`config.mk`:
```
export PLATFORM = sky130hd
export DESIGN_NAME = sorted_timed_command_queue_unit
export DESIGN_NICKNAME = d
export VERILOG_FILES = /design/src/rtl/stcq_pkg.sv /design/src/rtl/stcq_cell.sv /design/src/rtl/sorted_timed_command_queue_unit.sv
export SDC_FILE = /design/constraint.sdc
export NUM_CORES = 2
export LEC_CHECK = 0
export BUFFER_PORTS_ARGS = -buffer_cell sky130_fd_sc_hd__buf_2
export CELL_PAD_IN_SITES_DETAIL_PLACEMENT = 1
export CELL_PAD_IN_SITES_GLOBAL_PLACEMENT = 1
export CORE_MARGIN = 1.5
export CORE_UTILIZATION = 25
export DETAILED_ROUTE_END_ITERATION = 10
export PLACE_DENSITY = 0.55
export SKIP_CTS_REPAIR_TIMING = 1
export SLEW_MARGIN = 30
export SYNTH_ARGS = -nofsm -noshare
export SYNTH_HDL_FRONTEND = slang
export SYNTH_HIERARCHICAL = 1
export SYNTH_SLANG_ARGS = --single-unit
```
`constraint.sdc`:
```
create_clock -name clk -period 15 [get_ports clk]
set_input_delay 3 -clock clk [delete_from_list [all_inputs] [get_ports clk]]
set_output_delay 3 -clock clk [all_outputs]
set_load 0.005 [all_outputs]
```
`src/rtl/stcq_pkg.sv`:
```
`timescale 1ns / 1ps

package stcq_pkg;

  localparam int unsigned DUE_W   = 32;
  localparam int unsigned CODE_W  = 8;
  localparam int unsigned PORT_PW = 32;

  typedef enum logic [1:0] {
    FN_ADD    = 2'd0,
    FN_REMOVE = 2'd1,
    FN_POLL   = 2'd2
  } func_t;

  typedef enum logic [1:0] {
    ST_DONE     = 2'd0,
    ST_FULL     = 2'd1,
    ST_BAD_SLOT = 2'd2,
    ST_NONE_DUE = 2'd3
  } status_t;

  typedef enum logic [1:0] {
    OP_HOLD   = 2'd0,
    OP_INSERT = 2'd1,
    OP_DELETE = 2'd2
  } cell_op_t;

  // broadcast to every cell of the chain
  typedef struct packed {
    cell_op_t            op;
    logic [DUE_W-1:0]    due;
    logic [CODE_W-1:0]   cmd;
    logic [CODE_W-1:0]   sub;
  } cell_ctrl_t;

endpackage

```
`src/rtl/stcq_cell.sv`:
```
`timescale 1ns / 1ps

module stcq_cell #(
  parameter int unsigned PAYLOAD_BITS = 32
) (
  input  logic                            clk,
  input  logic                            rst_n,
  input  stcq_pkg::cell_ctrl_t            ctrl,
  input  logic [PAYLOAD_BITS-1:0]         new_data,
  input  logic                            del_sel,
  input  logic                            left_cond,
  input  logic [stcq_pkg::DUE_W-1:0]      left_due,
  input  logic [stcq_pkg::CODE_W-1:0]     left_cmd,
  input  logic [stcq_pkg::CODE_W-1:0]     left_sub,
  input  logic [PAYLOAD_BITS-1:0]         left_data,
  input  logic                            left_valid,
  input  logic [stcq_pkg::DUE_W-1:0]      right_due,
  input  logic [stcq_pkg::CODE_W-1:0]     right_cmd,
  input  logic [stcq_pkg::CODE_W-1:0]     right_sub,
  input  logic [PAYLOAD_BITS-1:0]         right_data,
  input  logic                            right_valid,
  output logic                            cond,
  output logic [stcq_pkg::DUE_W-1:0]      due,
  output logic [stcq_pkg::CODE_W-1:0]     cmd,
  output logic [stcq_pkg::CODE_W-1:0]     sub,
  output logic [PAYLOAD_BITS-1:0]         data,
  output logic                            valid
);

  logic [stcq_pkg::DUE_W-1:0]  due_r,  due_nxt;
  logic [stcq_pkg::CODE_W-1:0] cmd_r,  cmd_nxt;
  logic [stcq_pkg::CODE_W-1:0] sub_r,  sub_nxt;
  logic [PAYLOAD_BITS-1:0]     data_r, data_nxt;
  logic                        valid_r, valid_nxt;

  // true where the new entry belongs at or before this cell
  assign cond = !valid_r || (due_r > ctrl.due);

  always_comb begin
    due_nxt   = due_r;
    cmd_nxt   = cmd_r;
    sub_nxt   = sub_r;
    data_nxt  = data_r;
    valid_nxt = valid_r;
    unique case (ctrl.op)
      stcq_pkg::OP_INSERT: begin
        if (cond && left_cond) begin
          due_nxt   = left_due;
          cmd_nxt   = left_cmd;
          sub_nxt   = left_sub;
          data_nxt  = left_data;
          valid_nxt = left_valid;
        end else if (cond) begin
          due_nxt   = ctrl.due;
          cmd_nxt   = ctrl.cmd;
          sub_nxt   = ctrl.sub;
          data_nxt  = new_data;
          valid_nxt = 1'b1;
        end
      end
      stcq_pkg::OP_DELETE: begin
        if (del_sel) begin
          due_nxt   = right_due;
          cmd_nxt   = right_cmd;
          sub_nxt   = right_sub;
          data_nxt  = right_data;
          valid_nxt = right_valid;
        end
      end
      default: ;
    endcase
  end

  always_ff @(posedge clk) begin
    if (!rst_n) begin
      valid_r <= 1'b0;
    end else begin
      valid_r <= valid_nxt;
    end
  end

  always_ff @(posedge clk) begin
    due_r  <= due_nxt;
    cmd_r  <= cmd_nxt;
    sub_r  <= sub_nxt;
    data_r <= data_nxt;
  end

  assign due   = due_r;
  assign cmd   = cmd_r;
  assign sub   = sub_r;
  assign data  = data_r;
  assign valid = valid_r;

endmodule

```
`src/rtl/sorted_timed_command_queue_unit.sv`:
```
`timescale 1ns / 1ps

// Sorted timed command queue: up to QUEUE_DEPTH commands held in a row of cells,
// ordered by due time (now + delay, saturating), active entries packed from
// cell 0. Each transfer on the input (tuser = add, remove by slot or poll) gives
// exactly one result in the output register on the following clock, and a new item is
// taken every cycle while the result register is free or being drained, so the
// rate is one item per clock. That figure comes from every cell comparing the new
// due time against its own and shifting left or right in the same cycle; the
// critical path is the 33-bit add, one 32-bit compare per cell and the one-hot
// selection of the insert slot. Cells come up empty straight after reset, with
// no clearing pass. A poll pops the head only when its due time is strictly
// before now; status 3 answers an empty or not-yet-due head and the unused code.
module sorted_timed_command_queue_unit #(
  parameter int unsigned QUEUE_DEPTH  = 16,
  parameter int unsigned PAYLOAD_BITS = 32
) (
  input  logic         clk,
  input  logic         rst_n,
  input  logic         in_tvalid,
  output logic         in_tready,
  // [31:0] now_seconds, [63:32] delay_seconds, [71:64] cmd_code,
  // [79:72] subcmd_code, [111:80] payload, [115:112] slot_index, [119:116] zero
  input  logic [119:0] in_tdata,
  // [1:0] func
  input  logic [1:0]   in_tuser,
  output logic         out_tvalid,
  input  logic         out_tready,
  // [3:0] slot, [11:4] out_cmd_code, [19:12] out_subcmd_code,
  // [51:20] out_payload, [56:52] entry_count, [63:57] zero
  output logic [63:0]  out_tdata,
  // [1:0] status
  output logic [1:0]   out_tuser
);

  localparam int unsigned DW    = stcq_pkg::DUE_W;
  localparam int unsigned CW    = stcq_pkg::CODE_W;
  localparam int unsigned PW    = stcq_pkg::PORT_PW;
  localparam int unsigned CNT_W = $clog2(QUEUE_DEPTH + 1);
  localparam int unsigned IDX_W = $clog2(QUEUE_DEPTH);

  logic [DW-1:0] in_now, in_delay;
  logic [CW-1:0] in_cmd, in_sub;
  logic [PW-1:0] in_payload;
  logic [3:0]    in_slot_index;

  assign in_now        = in_tdata[31:0];
  assign in_delay      = in_tdata[63:32];
  assign in_cmd        = in_tdata[71:64];
  assign in_sub        = in_tdata[79:72];
  assign in_payload    = in_tdata[111:80];
  assign in_slot_index = in_tdata[115:112];

  logic             out_tvalid_r, out_tvalid_nxt;
  logic in_fire;
  assign in_tready = !out_tvalid_r || out_tready;
  assign in_fire   = in_tvalid && in_tready;

  // chain with a sentinel at each end: cell i sits at index i+1
  logic [DW-1:0]           e_due   [QUEUE_DEPTH+2];
  logic [CW-1:0]           e_cmd   [QUEUE_DEPTH+2];
  logic [CW-1:0]           e_sub   [QUEUE_DEPTH+2];
  logic [PAYLOAD_BITS-1:0] e_data  [QUEUE_DEPTH+2];
  logic                    e_valid [QUEUE_DEPTH+2];
  logic [QUEUE_DEPTH:0]    cnd;
  logic [QUEUE_DEPTH-1:0]  del_sel;

  assign e_due[0]               = '0;
  assign e_cmd[0]               = '0;
  assign e_sub[0]               = '0;
  assign e_data[0]              = '0;
  assign e_valid[0]             = 1'b0;
  assign e_due[QUEUE_DEPTH+1]   = '0;
  assign e_cmd[QUEUE_DEPTH+1]   = '0;
  assign e_sub[QUEUE_DEPTH+1]   = '0;
  assign e_data[QUEUE_DEPTH+1]  = '0;
  assign e_valid[QUEUE_DEPTH+1] = 1'b0;
  assign cnd[0]                 = 1'b0;

  stcq_pkg::cell_ctrl_t    ctrl;
  logic [PAYLOAD_BITS-1:0] new_data;
  logic                    is_poll;

  logic [PW+PAYLOAD_BITS-1:0] pay_in_wide;
  assign pay_in_wide = (PW + PAYLOAD_BITS)'(in_payload);
  assign new_data    = pay_in_wide[PAYLOAD_BITS-1:0];

  for (genvar i = 0; i < QUEUE_DEPTH; i++) begin : g_cell
    assign del_sel[i] = is_poll || (32'(i) >= 32'(in_slot_index));

    stcq_cell #(
      .PAYLOAD_BITS(PAYLOAD_BITS)
    ) u_cell (
      .clk        (clk),
      .rst_n      (rst_n),
      .ctrl       (ctrl),
      .new_data   (new_data),
      .del_sel    (del_sel[i]),
      .left_cond  (cnd[i]),
      .left_due   (e_due[i]),
      .left_cmd   (e_cmd[i]),
      .left_sub   (e_sub[i]),
      .left_data  (e_data[i]),
      .left_valid (e_valid[i]),
      .right_due  (e_due[i+2]),
      .right_cmd  (e_cmd[i+2]),
      .right_sub  (e_sub[i+2]),
      .right_data (e_data[i+2]),
      .right_valid(e_valid[i+2]),
      .cond       (cnd[i+1]),
      .due        (e_due[i+1]),
      .cmd        (e_cmd[i+1]),
      .sub        (e_sub[i+1]),
      .data       (e_data[i+1]),
      .valid      (e_valid[i+1])
    );
  end

  logic [CNT_W-1:0] count_r, count_nxt;
  logic [1:0]       status_r, status_nxt;
  logic [3:0]       slot_r, slot_nxt;
  logic [CW-1:0]    ocmd_r, ocmd_nxt;
  logic [CW-1:0]    osub_r, osub_nxt;
  logic [PW-1:0]    opay_r, opay_nxt;
  logic [4:0]       ocnt_r, ocnt_nxt;

  logic [DW:0]      due_sum;
  logic [DW-1:0]    new_due;
  logic             full;
  logic             head_due;
  logic             slot_ok;
  logic [IDX_W-1:0] pos;
  logic             any_start;

  assign due_sum  = {1'b0, in_now} + {1'b0, in_delay};
  assign new_due  = due_sum[DW] ? '1 : due_sum[DW-1:0];
  assign full     = (count_r == CNT_W'(QUEUE_DEPTH));
  assign head_due = e_valid[1] && (e_due[1] < in_now);
  assign slot_ok  = (CNT_W + 4)'(in_slot_index) < (CNT_W + 4)'(count_r);
  assign is_poll  = (in_tuser == stcq_pkg::FN_POLL);

  // the insert point is where the cell condition first goes true
  always_comb begin
    pos       = '0;
    any_start = 1'b0;
    for (int i = 0; i < QUEUE_DEPTH; i++) begin
      if (cnd[i+1] && !cnd[i]) begin
        pos       = pos | IDX_W'(i);
        any_start = 1'b1;
      end
    end
    if (!any_start) begin
      pos = IDX_W'(count_r);
    end
  end

  logic [IDX_W+3:0]            pos_wide;
  logic [CNT_W+4:0]            cnt_wide;
  logic [PAYLOAD_BITS+PW-1:0]  head_pay_wide;

  assign pos_wide      = (IDX_W + 4)'(pos);
  assign cnt_wide      = (CNT_W + 5)'(count_nxt);
  assign head_pay_wide = (PAYLOAD_BITS + PW)'(e_data[1]);

  always_comb begin
    ctrl.op        = stcq_pkg::OP_HOLD;
    ctrl.due       = new_due;
    ctrl.cmd       = in_cmd;
    ctrl.sub       = in_sub;
    count_nxt      = count_r;
    status_nxt     = stcq_pkg::ST_NONE_DUE;
    slot_nxt       = '0;
    ocmd_nxt       = '0;
    osub_nxt       = '0;
    opay_nxt       = '0;
    unique case (in_tuser)
      stcq_pkg::FN_ADD: begin
        if (full) begin
          status_nxt = stcq_pkg::ST_FULL;
        end else begin
          ctrl.op    = stcq_pkg::OP_INSERT;
          count_nxt  = count_r + 1'b1;
          status_nxt = stcq_pkg::ST_DONE;
          slot_nxt   = pos_wide[3:0];
        end
      end
      stcq_pkg::FN_REMOVE: begin
        if (slot_ok) begin
          ctrl.op    = stcq_pkg::OP_DELETE;
          count_nxt  = count_r - 1'b1;
          status_nxt = stcq_pkg::ST_DONE;
        end else begin
          status_nxt = stcq_pkg::ST_BAD_SLOT;
        end
      end
      stcq_pkg::FN_POLL: begin
        if (head_due) begin
          ctrl.op    = stcq_pkg::OP_DELETE;
          count_nxt  = count_r - 1'b1;
          status_nxt = stcq_pkg::ST_DONE;
          ocmd_nxt   = e_cmd[1];
          osub_nxt   = e_sub[1];
          opay_nxt   = head_pay_wide[PW-1:0];
        end
      end
      default: ;
    endcase
    if (!in_fire) begin
      ctrl.op   = stcq_pkg::OP_HOLD;
      count_nxt = count_r;
    end
    ocnt_nxt       = cnt_wide[4:0];
    out_tvalid_nxt = in_fire || (out_tvalid_r && !out_tready);
  end

  always_ff @(posedge clk) begin
    if (!rst_n) begin
      count_r      <= '0;
      out_tvalid_r <= 1'b0;
    end else begin
      count_r      <= count_nxt;
      out_tvalid_r <= out_tvalid_nxt;
    end
  end

  always_ff @(posedge clk) begin
    if (in_fire) begin
      status_r <= status_nxt;
      slot_r   <= slot_nxt;
      ocmd_r   <= ocmd_nxt;
      osub_r   <= osub_nxt;
      opay_r   <= opay_nxt;
      ocnt_r   <= ocnt_nxt;
    end
  end

  assign out_tvalid = out_tvalid_r;
  assign out_tuser  = status_r;
  assign out_tdata  = {7'd0, ocnt_r, opay_r, osub_r, ocmd_r, slot_r};

endmodule

```
# == Yosys cells after proc, flatten, opt, wreduce, memory -nomap -nowiden ==
# Cells that the tools add are included.
# totals
ff_bits,1361
inputBits,126
out_inout_bits,68
elab_cells,637
# classes
n_addsub,3
n_lt_le_gt_ge,33
eq_ne,36
mux,357
bitwise_logic,1
n_reduce_logical,119
# op_table
operator,n
2-to-1 mux 32 bit,93
one-hot mux 32 bit (2 select lines),32
2-to-1 mux 8 bit,92
greater-than comparator 32 bit,16
one-hot mux 8 bit (2 select lines),32
2-to-1 mux 1 bit,65
inequality test 3 x 1 -> 1 bit (second input constant),15
AND reduction 3 bit,15
2-to-1 mux 4 bit,9
adder 32 x 32 -> 33 bit,1
logical AND 1 bit,33
logical NOT 1 bit,33
logical OR 1 bit,33
less-than comparator 32 bit,1
inequality test 2 x 1 -> 1 bit (second input constant),16
one-hot mux 1 bit (2 select lines),16
>= comparator 4 bit (first input constant),7
2-to-1 mux 5 bit,4
>= comparator 3 x 4 -> 1 bit (first input constant),4
one-hot mux 5 bit (3 select lines),1
2-to-1 mux 2 bit,7
2-to-1 mux 3 bit,4
one-hot mux 2 bit (3 select lines),2
>= comparator 1 x 4 -> 1 bit (first input constant),2
12 further kinds,16

# == Depth between registers and ports, before layout ==
# logic_depth
word_depth,22
depth_mapped,28
ltp_nobuf,27

# == Modules after synthesis ==
# Netlist, hierarchy kept.
# modules_own_cells
mod,instances,cells_each,area_each_um2,seq_area_each_um2
stcq_cell (g_cell[0].u_cell ...),12,479,5106.1,2422.3
stcq_cell (g_cell[7].u_cell ...),3,483,5123.7,2422.3
sorted_timed_command_queue_unit,1,660,5783.0,1891.8
stcq_cell (g_cell[11].u_cell),1,479,5097.4,2422.3

# == Worst setup path before layout ==
# OpenSTA, ideal clock, no wires.
# synth_path
path_type,input -> register
from,input in_tdata[0]
to,"register g_cell[0].u_cell.cmd_r, in the netlist g_cell[0].u_cell/cmd[0], enable pin"
t_arrival_ps,13303
path_slack_ps,1067
stages,18
cell_sequence,ha_1 inv_1 fa_1 nand2b_1 a21o_1 a2111oi_2 o211ai_1 nand2_1 nor2_1 o21ai_0 inv_1 ha_1 nand4_1 nor4_1 o41a_1 o21ai_0 and2_1 o21ai_0
# synth_lines
item,line_no,text
from (decl),sorted_timed_command_queue_unit.sv:24,"input logic [119:0] in_tdata,"
to (signal assigned),stcq_cell.sv:84,cmd_r <= cmd_nxt;
to (decl),stcq_cell.sv:31,"logic [stcq_pkg::CODE_W-1:0] cmd_r, cmd_nxt;"

==> impl_metrics.env <==
export IMPL_r2r_cells=14
export IMPL_hold_path_depth=2
export IMPL_drt_iter0_markers=4150
export IMPL_synthFlopType="edfxtp_1"
export IMPL_finClkSkew_ns=0.0984
export IMPL_ff2ff_setup_slack_ns=8.38
export IMPL_critPathMaxFanout=31
export IMPL_clock_latency_ns=0.88
export IMPL_synthTopCellsByCount="1,503 x a21oi_1, 1,349 x nor2_1, 1,339 x edfxtp_1, 1,301 x mux2i_1, 605 x inv_1"
export IMPL_yosys_warnings=6
export IMPL_grt_pass1_wl_mm=423
export IMPL_path_clk_slew_ns=0.06
export IMPL_peakVddDrop_v=0.0000896
export IMPL_synth_top_area_cell="edfxtp_1"
export IMPL_antenna_found_initial=23
export IMPL_synth_most_common_cell="a21oi_1"
export IMPL_status="finished with violations"
export IMPL_synthTopCellsByArea="edfxtp_1 46%, mux2i_1 15%, a21oi_1 8.6%"
export IMPL_die_x_um=595
export IMPL_finish_utilization_pct=28.1
export IMPL_cp_end_kind="flop"
export IMPL_max_clock_freq_mhz=95.0
export IMPL_dp_hpwl_mm=186
export IMPL_pwr_density_cell_mw_per_mm2=122
export IMPL_cts_tree="yes"
export IMPL_crit_path_start_kind="primary input"
export IMPL_syn_area_mm2=0.0875
export IMPL_r2r_end="g_cell[10].u_cell/cmd[7]$_DFFE_PP_"
export IMPL_async_flop_share_pct=0
export IMPL_arrival_ns=11.14
export IMPL_grt_pass1_vias=67600
export IMPL_hold_end="out_tvalid$_SDFF_PN0_"
export IMPL_drv_slew=81
export IMPL_min_period_ns=10.53
export IMPL_dieHeight_um=595
export IMPL_viasPerCell=4.85
export IMPL_grt_overflow=0
export IMPL_port_buffers=182
export IMPL_core_area_mm2=0.349
export IMPL_postRouteAntennaNets=0
export IMPL_cts_root_buf="clkbuf_16"
export IMPL_vias=64400
export IMPL_relSlewSlack_pct=-714
export IMPL_period_share_pct=70.2
export IMPL_hp_start="out_tvalid$_SDFF_PN0_"
export IMPL_numCtsBuffers=173
export IMPL_required_ns=15.61
export IMPL_avgSynthCellArea_um2=10.5
export IMPL_maxCapViolations=0
export IMPL_synthCells=8336
export IMPL_fillers=39500
export IMPL_pin_count=194
export IMPL_hold_viol=0
export IMPL_route_detailed_drc=0
export IMPL_synth_edff_count=1339
export IMPL_ys_seq_area_share_pct=46.4
export IMPL_synth_top_area_share_pct=45.9
export IMPL_h_tree_depth=4
export IMPL_setup_viol=0
export IMPL_tightest_slew_ns=12.13
export IMPL_hp_class="reg2reg"
export IMPL_p_leak_uw=0.0374
export IMPL_reg2reg_from="g_cell[0].u_cell/due[1]$_DFFE_PP_"
export IMPL_start_util_pct=25.1
export IMPL_dieArea_mm2=0.354
export IMPL_finalSetupTns_ns=0
export IMPL_routabilityCongestion=0.855
export IMPL_violations="max-slew violations"
export IMPL_rows=217
export IMPL_rsz0062_at_grt="false"
export IMPL_area_growth_pct=11.9
export IMPL_grt_max_degree=95
export IMPL_wl_per_cell_um=21.1
export IMPL_fin_total_pwr_uw=12000
export IMPL_ys_ff_latch=1361
export IMPL_ys_types=79
export IMPL_cts_sinks=1361
export IMPL_drt_pass1_iter_count=6
export IMPL_routed_wl_mm=280
export IMPL_criticalPathCategory="in2reg"
export IMPL_drive_gt1_share_pct=7.95
export IMPL_cts_path_max_buffers=4
export IMPL_track_usage_pct=15.3
export IMPL_final_nets=9254
[flip-flops by register name (all words and copies together), names as in the netlist]
| register | cells |
|---|---|
| ocmd_r | 8 |
| g_cell.u_cell/cmd | 128 |
| g_cell.u_cell/valid | 16 |
| out_tuser | 2 |
| slot_r | 4 |
| ocnt_r | 5 |
| g_cell.u_cell/data | 512 |
| opay_r | 32 |
| g_cell.u_cell/sub | 128 |
| count_r | 5 |
| osub_r | 8 |
| g_cell.u_cell/due | 512 |
| out_tvalid | 1 |
[worst max-delay path, stage by stage]
cell and delay, ns:
buf_2 0.11, ha_1 0.19, inv_1 0.06, fa_1 0.39, nand2b_1 0.18, a21o_1 0.20, a2111oi_2 0.44, o211ai_1 0.36
a21oi_2 0.37, a31oi_2 0.12, buf_4 0.25, nand2_1 0.76, buf_4 0.43, inv_1 0.08, ha_1 0.31, nand4_1 0.23
nor4_1 0.76, o31a_1 0.33, o21ai_0 0.15, nand2_1 0.33, nor2b_1 0.12, a2111oi_0 0.54, buf_4 0.23, nand2_1 0.05
nor4_1 0.67, nor2_1 0.13, a211oi_1 0.28
[power by group]
part           total (µW)  leakage, µW  internal, µW  switching, µW
Combinational        3150       0.0224          1210           1950
Sequential           4790       0.0125          4610            171
Clock                4050      0.00256          2330           1730
[how the worst max path moves through the flow]
stage / cells past startpoint / endpoint / startpoint / slack [ns]
2_1_floorplan: 18 / g_cell[0].u_cell/cmd[0]$_DFFE_PP_ / in_tdata[0] / 1.07
3_3_place_gp: 22 / g_cell[8].u_cell/data[23]$_DFFE_PP_ / in_tdata[0] / 3.84
3_5_place_dp: 27 / slot_r[2]$_SDFFCE_PP0P_ / in_tdata[0] / 3.72
4_1_cts: 27 / slot_r[2]$_SDFFCE_PP0P_ / in_tdata[0] / 4.54
5_1_grt: 27 / slot_r[2]$_SDFFCE_PP0P_ / in_tdata[0] / 3.89
6_report: 27 / slot_r[2]$_SDFFCE_PP0P_ / in_tdata[0] / 4.47
[logic make-up (layout without fill, tap and decap cells)]
| group | after synthesis | in the layout | synth area share [%] |
|---|---|---|---|
| mux | 1303 | 1303 | 14.9 |
| fa+ha+maj | 581 | 581 | 8.31 |
| flops | 1361 | 1361 | 46.4 |
| simple gates | 2024 | 2024 | 10.1 |
| other cells | 2 | 184 | 0.00858 |
| xor+xnor | 25 | 25 | 0.250 |
| buf+inv | 1058 | 1225 | 7.15 |
| compound gates | 1982 | 1982 | 12.9 |
[layout make-up]
| cell class | count | area, µm² | share of cell area, % |
|---|---|---|---|
| Antenna cell | 11 | 27.5 | 0.0281 |
| Inverter | 605 | 2270 | 2.32 |
| Tap cell | 4599 | 5750 | 5.88 |
| Timing Repair Buffer | 318 | 2210 | 2.26 |
| Clock inverter | 79 | 676 | 0.690 |
| Sequential cell | 1361 | 40600 | 41.5 |
| Clock buffer | 223 | 4600 | 4.70 |
| Multi-Input combinational cell | 6088 | 41700 | 42.6 |
[metal layers]
metal	GRT usage [%]	up-vias	share of wire, %
li1	-	30600	-
met1	21.3	32200	48
met2	24.9	1242	45
met3	2.27	343	4.5
met4	3.41	6	2.2
met5	0	-	0.017
[per-stage QoR]
step	cell area (µm²)	hold WS (ns)	cells	worst slack, ns
2_1_floorplan	88200	0.513	8507	1.07
3_3_place_gp	92400	0.500	13000	3.84
3_5_place_dp	92500	0.528	13000	3.72
4_1_cts	97700	0.536	13300	4.54
5_1_grt	97900	0.565	13300	3.89
6_report	97900	0.532	13300	4.47
[layout by cell type (no fill, tap or decap), types with 43 or more instances in the layout]
cell | netlist | final
a21o_1 | 47 | 47
a21oi_1 | 1503 | 1503
and2_1 | 57 | 57
buf_2 | 1 | 181
buf_4 | 9 | 109
clkbuf_1 | 293 | 43
clkbuf_16 | 0 | 174
conb_1 | 2 | 173
edfxtp_1 | 1339 | 1339
ha_1 | 580 | 580
inv_1 | 605 | 604
mux2i_1 | 1301 | 1300
nand2_1 | 196 | 195
nand3_1 | 90 | 90
nand4_1 | 111 | 111
nor2_1 | 1349 | 1347
o21ai_0 | 147 | 131
Power figures use the tool's default switching activity.
